--- config.mk ---
export PLATFORM = sky130hd
export DESIGN_NAME = distinguished_name_parser
export DESIGN_NICKNAME = d
export VERILOG_FILES = /design/src/hw/rtl/dnp_pkg.sv /design/src/hw/rtl/dnp_step.sv /design/src/hw/rtl/distinguished_name_parser.sv
export SDC_FILE = /design/constraint.sdc
export NUM_CORES = 1
export LEC_CHECK = 0
export BUFFER_PORTS_ARGS = -buffer_cell sky130_fd_sc_hd__buf_2
export CAP_MARGIN = 25
export CORE_ASPECT_RATIO = 1.75
export CORE_UTILIZATION = 55
export DETAILED_ROUTE_END_ITERATION = 7
export GPL_TIMING_DRIVEN = 0
export PLACE_DENSITY = 0.75
export SETUP_SLACK_MARGIN = 0.02
export SLEW_MARGIN = 20
export SYNTH_ARGS = -nofsm -noshare
export SYNTH_HDL_FRONTEND = slang
export SYNTH_SLANG_ARGS = --single-unit
export TNS_END_PERCENT = 5
--- constraint.sdc ---
create_clock -name clock -period 11 [get_ports clock]
set_clock_uncertainty 0.2 [all_clocks]
set_input_delay 0.55 -clock clock [delete_from_list [all_inputs] [get_ports clock]]
set_output_delay 0.55 -clock clock [all_outputs]
set_load 0.005 [all_outputs]
--- src/hw/rtl/dnp_pkg.sv ---
// Shared types, character codes and helper functions of the distinguished name parser.
`default_nettype none

package dnp_pkg;

   localparam int DEF_MAX_PENDING_BLANKS = 16;

   localparam logic [7:0] CH_EQUALS    = 8'h3D;
   localparam logic [7:0] CH_HASH      = 8'h23;
   localparam logic [7:0] CH_BACKSLASH = 8'h5C;
   localparam logic [7:0] CH_COMMA     = 8'h2C;
   localparam logic [7:0] CH_SEMICOLON = 8'h3B;
   localparam logic [7:0] CH_PLUS      = 8'h2B;
   localparam logic [7:0] CH_LESS      = 8'h3C;
   localparam logic [7:0] CH_GREATER   = 8'h3E;
   localparam logic [7:0] CH_QUOTE     = 8'h22;
   localparam logic [7:0] CH_SPACE     = 8'h20;

   typedef enum logic [2:0] {
      PH_LEAD     = 3'd0,
      PH_KEY      = 3'd1,
      PH_VSTART   = 3'd2,
      PH_VALUE    = 3'd3,
      PH_ESC      = 3'd4,
      PH_HEX      = 3'd5,
      PH_AFTERHEX = 3'd6
   } phase_type;

   typedef enum logic [2:0] {
      KIND_KEY       = 3'd0,
      KIND_VALUE     = 3'd1,
      KIND_ATTR_DONE = 3'd2,
      KIND_ACCEPT    = 3'd3,
      KIND_REJECT    = 3'd4
   } kind_type;

   typedef struct packed {
      phase_type  phase;
      logic [3:0] held_nibble;
      logic       nibble_waiting;
      logic       hex_seen;
      logic       reject_seen;
   } parse_state_type;

   typedef struct packed {
      kind_type   kind;
      logic [7:0] data;
   } result_type;

   localparam parse_state_type PARSE_RESET = '{
      phase: PH_LEAD, held_nibble: 4'h0, nibble_waiting: 1'b0,
      hex_seen: 1'b0, reject_seen: 1'b0
   };

   function automatic logic is_ws(input logic [7:0] c);
      return (c == CH_SPACE) || (c inside {[8'h09:8'h0D]});
   endfunction

   function automatic logic is_sep(input logic [7:0] c);
      return c inside {CH_COMMA, CH_SEMICOLON, CH_PLUS};
   endfunction

   function automatic logic is_escapable(input logic [7:0] c);
      return c inside {CH_COMMA, CH_SEMICOLON, CH_PLUS, CH_EQUALS, CH_LESS, CH_GREATER,
                       CH_HASH, CH_BACKSLASH, CH_QUOTE, CH_SPACE};
   endfunction

   // Returns a valid flag above the decoded nibble.
   function automatic logic [4:0] hex_decode(input logic [7:0] c);
      logic [4:0] r;
      r = 5'h00;
      if (c inside {[8'h30:8'h39]}) begin
         r = {1'b1, 4'(c - 8'h30)};
      end else if (c inside {[8'h41:8'h46]}) begin
         r = {1'b1, 4'(c - 8'h37)};
      end else if (c inside {[8'h61:8'h66]}) begin
         r = {1'b1, 4'(c - 8'h57)};
      end
      return r;
   endfunction

endpackage

`default_nettype wire

--- src/hw/rtl/dnp_step.sv ---
// Next-state and result logic of the parser for one name byte.
`default_nettype none

module dnp_step import dnp_pkg::*; #(
   parameter int  MAX_PENDING_BLANKS = DEF_MAX_PENDING_BLANKS,
   localparam int CntW = $clog2(MAX_PENDING_BLANKS + 1)
) (
   input  wire logic [7:0]      in_byte,
   input  wire logic            in_last,
   input  wire parse_state_type cur_state,
   input  wire logic [CntW-1:0] cur_pending,
   output parse_state_type      nxt_state,
   output logic [CntW-1:0]      nxt_pending,
   output logic                 push_blank,
   output logic                 drain_blanks,
   output logic [1:0]           tail_count,
   output result_type [2:0]     tail
);

   logic [4:0] hex;
   logic       key_path;
   logic       val_path;
   logic       ah_path;
   logic       key_emit;
   logic       val_emit;
   logic [7:0] val_data;
   logic       done_emit;
   logic       rej;
   logic [1:0] n;

   assign hex = hex_decode(in_byte);

   always_comb begin
      nxt_state    = cur_state;
      nxt_pending  = cur_pending;
      push_blank   = 1'b0;
      drain_blanks = 1'b0;
      tail         = '0;
      key_path     = 1'b0;
      val_path     = 1'b0;
      ah_path      = 1'b0;
      key_emit     = 1'b0;
      val_emit     = 1'b0;
      val_data     = in_byte;
      done_emit    = 1'b0;
      rej          = 1'b0;
      n            = 2'd0;

      if (!cur_state.reject_seen) begin
         case (cur_state.phase)
            PH_LEAD: begin
               if (in_byte != CH_SPACE) begin
                  nxt_state.phase = PH_KEY;
                  key_path        = 1'b1;
               end
            end
            PH_KEY: begin
               if (in_byte == CH_EQUALS) begin
                  nxt_pending     = '0;
                  nxt_state.phase = PH_VSTART;
               end else if (in_last) begin
                  rej = 1'b1;
               end else begin
                  key_path = 1'b1;
               end
            end
            PH_VSTART: begin
               if (in_byte == CH_HASH) begin
                  nxt_state.phase          = PH_HEX;
                  nxt_state.hex_seen       = 1'b0;
                  nxt_state.nibble_waiting = 1'b0;
               end else begin
                  val_path = 1'b1;
               end
            end
            PH_VALUE: begin
               val_path = 1'b1;
            end
            PH_ESC: begin
               if (!cur_state.nibble_waiting && is_escapable(in_byte)) begin
                  val_emit        = 1'b1;
                  nxt_state.phase = PH_VALUE;
               end else if (hex[4] && !cur_state.nibble_waiting) begin
                  nxt_state.held_nibble    = hex[3:0];
                  nxt_state.nibble_waiting = 1'b1;
               end else if (hex[4]) begin
                  val_emit                 = 1'b1;
                  val_data                 = {cur_state.held_nibble, hex[3:0]};
                  nxt_state.nibble_waiting = 1'b0;
                  nxt_state.phase          = PH_VALUE;
               end else begin
                  rej = 1'b1;
               end
            end
            PH_HEX: begin
               if (hex[4]) begin
                  nxt_state.hex_seen = 1'b1;
                  if (cur_state.nibble_waiting) begin
                     val_emit                 = 1'b1;
                     val_data                 = {cur_state.held_nibble, hex[3:0]};
                     nxt_state.nibble_waiting = 1'b0;
                  end else begin
                     nxt_state.held_nibble    = hex[3:0];
                     nxt_state.nibble_waiting = 1'b1;
                  end
               end else if (!cur_state.hex_seen || cur_state.nibble_waiting) begin
                  rej = 1'b1;
               end else begin
                  done_emit       = 1'b1;
                  nxt_state.phase = PH_AFTERHEX;
                  ah_path         = 1'b1;
               end
            end
            default: begin
               ah_path = 1'b1;
            end
         endcase

         // Key bytes: whitespace is held back until a later key byte shows it is inner.
         if (key_path) begin
            if (is_ws(in_byte)) begin
               if (cur_pending >= CntW'(MAX_PENDING_BLANKS)) begin
                  rej = 1'b1;
               end else begin
                  push_blank  = 1'b1;
                  nxt_pending = cur_pending + 1'b1;
               end
            end else begin
               drain_blanks = (cur_pending != '0);
               nxt_pending  = '0;
               key_emit     = 1'b1;
            end
         end

         if (val_path) begin
            nxt_state.phase = PH_VALUE;
            if (in_byte == CH_BACKSLASH) begin
               nxt_state.phase          = PH_ESC;
               nxt_state.nibble_waiting = 1'b0;
            end else if (in_byte == CH_QUOTE) begin
               rej = 1'b1;
            end else if (is_sep(in_byte)) begin
               done_emit       = 1'b1;
               nxt_state.phase = PH_LEAD;
            end else if (in_byte inside {CH_EQUALS, CH_LESS, CH_GREATER, CH_HASH}) begin
               rej = 1'b1;
            end else begin
               val_emit = 1'b1;
            end
         end

         if (ah_path) begin
            if (is_sep(in_byte)) begin
               nxt_state.phase = PH_LEAD;
            end else if (in_byte != CH_SPACE) begin
               rej = 1'b1;
            end
         end
      end

      if (key_emit) begin
         tail[n] = '{kind: KIND_KEY, data: in_byte};
         n       = n + 2'd1;
      end
      if (val_emit) begin
         tail[n] = '{kind: KIND_VALUE, data: val_data};
         n       = n + 2'd1;
      end
      if (done_emit) begin
         tail[n] = '{kind: KIND_ATTR_DONE, data: 8'h00};
         n       = n + 2'd1;
      end
      if (rej) begin
         tail[n]               = '{kind: KIND_REJECT, data: 8'h00};
         n                     = n + 2'd1;
         nxt_state.reject_seen = 1'b1;
      end

      if (in_last) begin
         if (!nxt_state.reject_seen) begin
            case (nxt_state.phase)
               PH_LEAD, PH_AFTERHEX: begin
                  tail[n] = '{kind: KIND_ACCEPT, data: 8'h00};
                  n       = n + 2'd1;
               end
               PH_VSTART, PH_VALUE: begin
                  tail[n] = '{kind: KIND_ATTR_DONE, data: 8'h00};
                  n       = n + 2'd1;
                  tail[n] = '{kind: KIND_ACCEPT, data: 8'h00};
                  n       = n + 2'd1;
               end
               PH_HEX: begin
                  if (nxt_state.hex_seen && !nxt_state.nibble_waiting) begin
                     tail[n] = '{kind: KIND_ATTR_DONE, data: 8'h00};
                     n       = n + 2'd1;
                     tail[n] = '{kind: KIND_ACCEPT, data: 8'h00};
                     n       = n + 2'd1;
                  end else begin
                     tail[n] = '{kind: KIND_REJECT, data: 8'h00};
                     n       = n + 2'd1;
                  end
               end
               default: begin
                  tail[n] = '{kind: KIND_REJECT, data: 8'h00};
                  n       = n + 2'd1;
               end
            endcase
         end
         nxt_state   = PARSE_RESET;
         nxt_pending = '0;
      end

      tail_count = n;
   end

endmodule

`default_nettype wire

--- src/hw/rtl/distinguished_name_parser.sv ---
// Top level of the streaming distinguished name parser.
// A name byte goes through the input register and then the result list to the output.
// Throughput: one byte per cycle while rsp_tready is high and each byte gives at most
// one result; a byte holds the input until its results (<= MAX_PENDING_BLANKS + 1) leave.
// One byte is buffered in the input register while a result beat waits on the output.
// Reset is synchronous and active high; it returns the parser to the start of a name.
`default_nettype none

module distinguished_name_parser import dnp_pkg::*; #(
   parameter int  MAX_PENDING_BLANKS = DEF_MAX_PENDING_BLANKS,
   localparam int CntW = $clog2(MAX_PENDING_BLANKS + 1)
) (
   input  wire logic       clock,
   input  wire logic       reset,
   input  wire logic       req_tvalid,
   output logic            req_tready,
   input  wire logic [7:0] req_tdata,  // [7:0] in_byte
   input  wire logic       req_tlast,
   output logic            rsp_tvalid,
   input  wire logic       rsp_tready,
   output logic [7:0]      rsp_tdata,  // [7:0] out_byte
   output logic [2:0]      rsp_tuser,  // [2:0] kind
   output logic            rsp_tlast
);

   logic            in_valid_ff;
   logic            in_valid_in;
   logic [7:0]      in_byte_ff;
   logic            in_last_ff;

   parse_state_type state_ff;
   parse_state_type state_in;
   logic [CntW-1:0] pending_ff;
   logic [CntW-1:0] pending_in;
   logic [7:0]      held_ff [MAX_PENDING_BLANKS];

   logic [CntW-1:0] drain_ff;
   logic [CntW-1:0] drain_in;
   logic [1:0]      tail_count_ff;
   logic [1:0]      tail_count_in;
   result_type [2:0] tail_ff;
   result_type [2:0] tail_in;

   logic            push_blank;
   logic            drain_blanks;
   logic [1:0]      step_count;
   result_type [2:0] step_tail;

   logic            req_beat;
   logic            rsp_beat;
   logic            list_free;
   logic            advance;

   dnp_step #(
      .MAX_PENDING_BLANKS(MAX_PENDING_BLANKS)
   ) u_step (
      .in_byte     (in_byte_ff),
      .in_last     (in_last_ff),
      .cur_state   (state_ff),
      .cur_pending (pending_ff),
      .nxt_state   (state_in),
      .nxt_pending (pending_in),
      .push_blank  (push_blank),
      .drain_blanks(drain_blanks),
      .tail_count  (step_count),
      .tail        (step_tail)
   );

   assign rsp_tvalid = (drain_ff != '0) || (tail_count_ff != 2'd0);
   assign rsp_tlast  = (drain_ff == '0) && (tail_count_ff == 2'd1);
   assign rsp_tdata  = (drain_ff != '0) ? held_ff[0] : tail_ff[0].data;
   assign rsp_tuser  = (drain_ff != '0) ? KIND_KEY : tail_ff[0].kind;

   assign rsp_beat   = rsp_tvalid && rsp_tready;
   assign list_free  = !rsp_tvalid || (rsp_tready && rsp_tlast);
   assign advance    = in_valid_ff && list_free;
   assign req_tready = !in_valid_ff || advance;
   assign req_beat   = req_tvalid && req_tready;

   always_comb begin
      in_valid_in = in_valid_ff;
      if (req_beat) begin
         in_valid_in = 1'b1;
      end else if (advance) begin
         in_valid_in = 1'b0;
      end

      drain_in      = drain_ff;
      tail_count_in = tail_count_ff;
      tail_in       = tail_ff;
      if (advance) begin
         drain_in      = drain_blanks ? pending_ff : '0;
         tail_count_in = step_count;
         tail_in       = step_tail;
      end else if (rsp_beat) begin
         if (drain_ff != '0) begin
            drain_in = drain_ff - 1'b1;
         end else begin
            tail_count_in = tail_count_ff - 2'd1;
            tail_in       = {result_type'('0), tail_ff[2:1]};
         end
      end
   end

   always_ff @(posedge clock) begin
      if (reset) begin
         in_valid_ff   <= 1'b0;
         state_ff      <= PARSE_RESET;
         pending_ff    <= '0;
         drain_ff      <= '0;
         tail_count_ff <= 2'd0;
      end else begin
         in_valid_ff   <= in_valid_in;
         drain_ff      <= drain_in;
         tail_count_ff <= tail_count_in;
         if (advance) begin
            state_ff   <= state_in;
            pending_ff <= pending_in;
         end
      end
   end

   always_ff @(posedge clock) begin
      if (req_beat) begin
         in_byte_ff <= req_tdata;
         in_last_ff <= req_tlast;
      end
      tail_ff <= tail_in;
   end

   // Held key blanks: written at the fill position, emptied from the front as they drain.
   always_ff @(posedge clock) begin
      for (int i = 0; i < MAX_PENDING_BLANKS; i++) begin
         if (advance && push_blank && (CntW'(i) == pending_ff)) begin
            held_ff[i] <= in_byte_ff;
         end else if (rsp_beat && (drain_ff != '0) && (i < MAX_PENDING_BLANKS - 1)) begin
            held_ff[i] <= held_ff[(i + 1) % MAX_PENDING_BLANKS];
         end
      end
   end

endmodule

`default_nettype wire
Word level (Yosys, flattened, before mapping)
Memories as Yosys holds them, arrays and structs flattened.
Cells that the tools add are included.
Storage, ports and cells
  register bits: 65
  RAM bits: 128
  bits of input ports: 13
  output and inout port bits: 14
  logic and storage cells: 420
  memories kept: 1
Memories
  held_ff: depth 16, width 8, rd ports 16, clocked after memory_dff 0, write ports 15, RTL line distinguished_name_parser.sv:35  | logic [7:0] held_ff [MAX_PENDING_BLANKS];
Cells by class
  add/subtract/negate cells: 11
  $lt $le $gt $ge: 19
  equal/unequal tests: 42
  muxes and demuxes: 230
  bitwise operators: 33
  reductions and logical operators: 67
Operators by type and width (number)
  33-bit two-way mux: 9
  8-bit two-way mux: 24
  1-bit two-way mux: 128
  30-bit bitwise AND: 4
  30-bit NOT: 4
  11-bit demux with 2-bit select: 5
  33-bit one-hot mux with 3 select lines: 1
  5-bit two-way mux: 15
  8-bit by 6-bit equality test with 1-bit output, second input constant: 9
  11-bit two-way mux: 5
  27-bit bitwise AND: 2
  27-bit NOT: 2
  3-bit two-way mux: 14
  4-bit by 5-bit equality test with 1-bit output, first input constant: 8
  1-bit logical AND: 35
  33-bit bitwise mux: 1
  2-bit two-way mux: 11
  3-bit by 5-bit equality test with 1-bit output, first input constant: 4
  8-bit by 7-bit greater-or-equal comparator with 1-bit output, second input constant: 2
  8-bit by 7-bit <= comparator with 1-bit output, second input constant: 2
  8-bit one-hot mux with 2 select lines: 1
  1-bit bitwise OR: 15
  3-bit one-hot mux with 5 select lines: 1
  3-bit by 2-bit equality test with 1-bit output, second input constant: 4
  other kinds (50): 96

Logic depth before layout (Yosys ltp)
  depth after elaboration: 34
  gate-level depth with buffers: 25
  mapped depth without buffers: 24

Modules after synthesis
A second synthesis with hierarchy kept.
Unflattened totals
  cell total of the unflattened synthesis: 971
  area total of the unflattened synthesis: 10381.2 um^2
By module, submodules not included
  distinguished_name_parser: times used 1, cells an instance 608, area each 7921.3 um^2
  dnp_step: times used 1, cells an instance 363, area each 2459.9 um^2

Least setup slack after synthesis
Ideal clock, no wire load.
  path type: register -> register
  from: reg in_byte_ff[0]
  to: reg tail_ff[9] (netlist name) (data pin)
  library setup time: 256 ps
  arrival time: 4710 ps
  setup slack: 5834 ps
  cell stages (with the launch flop): 22
  path buffers: 1
  clock period less this slack: 5166 ps
  cell sequence: edfxtp_1 > inv_1 > ha_1 > inv_1 > o311a_1 > nor2_1 > inv_2 > buf_2 > a2111oi_0 > o21ai_1 > inv_1 > nor2_1 > ha_1 > xnor2_1 > inv_1 > ha_1 > mux2i_1 > inv_1 > ha_1 > nor3_2 > nor2_1 > a31o_2
RTL lines
  start: declaration: RTL line distinguished_name_parser.sv:28  | logic [7:0] in_byte_ff;
  start signal: assignment: RTL line distinguished_name_parser.sv:125  | in_byte_ff <= req_tdata;
  end signal: assignment: RTL line distinguished_name_parser.sv:128  | tail_ff <= tail_in;
  end: declaration: RTL line distinguished_name_parser.sv:41  | result_type [2:0] tail_ff;

==> results.ini <==
[run_status]
status = finished clean

[sta]
max_slew_margin_pct = 36.56
fmaxAchievable_ghz = 0.1597
maxSlewViolCount = 0
min_period_over_period_pct = 56.92
tightest_slew_ns = 0.9506
rsz0062_at_grt = no
setup-tns-final_ns = 0
finalHoldWorstSlack_ns = 0.08923
finalHoldViolCount = 0
fin_crit_ns = 6.261
setup_viol = 0

[critical_path]
critPathSlowestCell = edfxtp_1
cp_data_arrival_time_ns = 6.32
cp_num_buf_inv = 7
path_class = flip-flop to flip-flop
cp_top_family = adder cells
critPathRequiredTime_ns = 11.06
end_kind = flip-flop
path_cells = inv_1 > ha_1 > o21bai_1 > a21oi_1 > nor2_1 > inv_2 > buf_2 > ha_1 > inv_1 > a21o_1 > o21ai_1 > inv_1 > nor2_1 > ha_1 > xnor2_1 > inv_1 > ha_1 > mux2i_1 > inv_1 > ha_1 > nor3_2 > o31ai_4 > o31ai_1
start_kind = flip-flop
crit_path_max_incr_delay_ns = 0.51
critical_path.max_fanout = 11

[synthesis]
synth_top_area_share_pct = 51.70
async_flop_share_pct = 0
synth.most_common_cell = edfxtp_1
syn_area_per_cell_um2 = 11.46
synth_flop_cell = edfxtp_1
yosysWarnings = 0
ys_ff_latch = 185
ys_seq_area_share_pct = 56.60
synth-edff-count = 162
syn_inst = 821
synth_area_um2 = 9409
yosys-top-cells-count = edfxtp_1 (162), a21o_1 (124), nand2_1 (53), nor2_1 (51), clkbuf_1 (49)
ys_top_cells_by_area = edfxtp_1 (52%), a21o_1 (9.9%), dfxtp_1 (4.9%)
synth_top_cell_by_area = edfxtp_1
synth_cell_types = 80

[global_routing]
grt_pass1_wl_um = 35480
grt_max_degree = 26
grt_pass1_vias = 6765
grt_use_total_pct = 26.99
grt-ovfl-total = 0
antenna_found_initial = 0

[clock_tree]
root_buffer = clkbuf_16
clk_path_buf_depth = 2
cts_setup_buffers = 0
cts.clk_slew.worst_paths_ns = 0.08
clkLatencyLatePin_ns = 0.44
numCtsBuffers = 17
cts_sinks = 185
cts_tree = done
holdBufCountCts = 0
cts_resized = 0
htreeDepth = 4

[cells_and_area]
nets = 918
design_area_um2 = 10480
fin_cells = 1114
utilization_pct = 63.15
n_antenna_cell = 0
fillers = 1367
area_growth_pct = 11.42
drive_gt1_share_pct = 10.45

[hold_path]
hold_class = primary input to flip-flop

[floorplanning]
die_w_um = 100.9
die_area_um2 = 17650
core_um2 = 16600
start_util_pct = 56.68
ios = 27
rows = 62
fp.dieH_um = 175.0

[power]
leakage_nw = 4.244
vdd_drop_max_v = 0.0001268
powerDensity_nw_per_um2 = 252.8

[routing]
ant_nets = 0
routed_via_density = 6.026
vias = 6713
wl_per_cell_um = 20.01
initialDrtViolationCount = 438
first_pass_iters = 5
totalWireLength_um = 22290
drc = 0

[job]
drv_cap = 0

[placed_design]
gp_congestion = 0.9716
hpwlAfterDp_um = 16710
placedInstanceArea_um2 = 9867
dpl.cell_count = 1081
port_buffers = 26

==> routing by layer <==
metal | vias up | track usage, % | part of all wire [%]
met5 | - | 0 | 0
met4 | 0 | 18.48 | 6.5
met3 | 66 | 3.920 | 2.8
met2 | 149 | 49.77 | 55
met1 | 3301 | 27.29 | 36
li1 | 3197 | - | -
==> through the flow <==
step	power, mW	setup WS, ns
floorplan	1.759	5.834
global placement	1.995	4.789
detailed placement	2.024	4.836
CTS	2.666	4.820
global route	2.790	4.282
finish	2.651	4.739
==> power breakdown <==
part           internal (mW)  switching (mW)  leakage (nW)
registers               1.12          0.0837          1.72
logic                  0.305           0.502          2.24
clock network          0.363           0.276         0.289
==> kinds of logic after synthesis <==
kind of cell	after synthesis	share of synthesized area (%)
AND/OR/NAND/NOR	214	12.05
XOR/XNOR	9	0.8378
flip-flops	185	56.60
adder cells (fa/ha/maj)	29	3.830
other	1	0.03986
buffers and inverters	86	3.524
AO/OA/AOI/OAI	283	21.50
multiplexers	14	1.622
==> registers in the layout, summed over array words and instances, names as in the netlist <==
name,count
in_last_ff,1
held_ff,128
state_ff,10
in_byte_ff,8
pending_ff,5
tail_count_ff,2
tail_ff,25
drain_ff,5
in_valid_ff,1
==> worst paths after layout <==
kind | from | endpoint | slack, ns | cells past startpoint
worst max-delay path | in_byte_ff[1] | tail_ff[4] | 4.74 | 23
worst min-delay path | req_tdata[7] | in_byte_ff[7] | 0.09 | 1
worst max register to register | in_byte_ff[1] | tail_ff[4] | 4.74 | 23
worst min register to register | in_byte_ff[3] | held_ff[1][59] | 0.25 | 0
==> layout by cell type (no fill, tap or decap), types with 4 or more instances in the layout <==
master and count:
buf_2 34, nand4_1 10, edfxtp_1 162, mux2_2 10, a22oi_1 7, nor4_1 4, and3_1 7, dfxtp_1 23
xnor2_1 6, a21oi_1 33, clkbuf_16 17, a32oi_1 8, or3_1 6, nor2b_1 5, nand3_1 14, clkbuf_1 50
o211ai_1 8, inv_1 30, o22ai_1 4, o31ai_1 5, a211oi_1 6, and2_1 15, inv_6 4, nand2_1 53
nor3_1 15, ha_1 28, o21bai_1 4, a21o_1 124, mux2i_1 4, nor2_1 51, nand2b_1 11, conb_1 8
o21ai_1 22, o21ai_0 21
==> cell type report <==
type | count | area, um^2 | area share [%]
Buffer | 55 | 215.2 | 2.053
Multi-Input combinational cell | 557 | 3785 | 36.10
Tap cell | 224 | 280.3 | 2.673
Inverter | 31 | 116.4 | 1.110
Sequential cell | 185 | 5325 | 50.79
Clock inverter | 14 | 182.7 | 1.742
Timing Repair Buffer | 30 | 150.1 | 1.432
Clock buffer | 18 | 429.2 | 4.094
No activity file was read; power rests on OpenSTA's default activity.
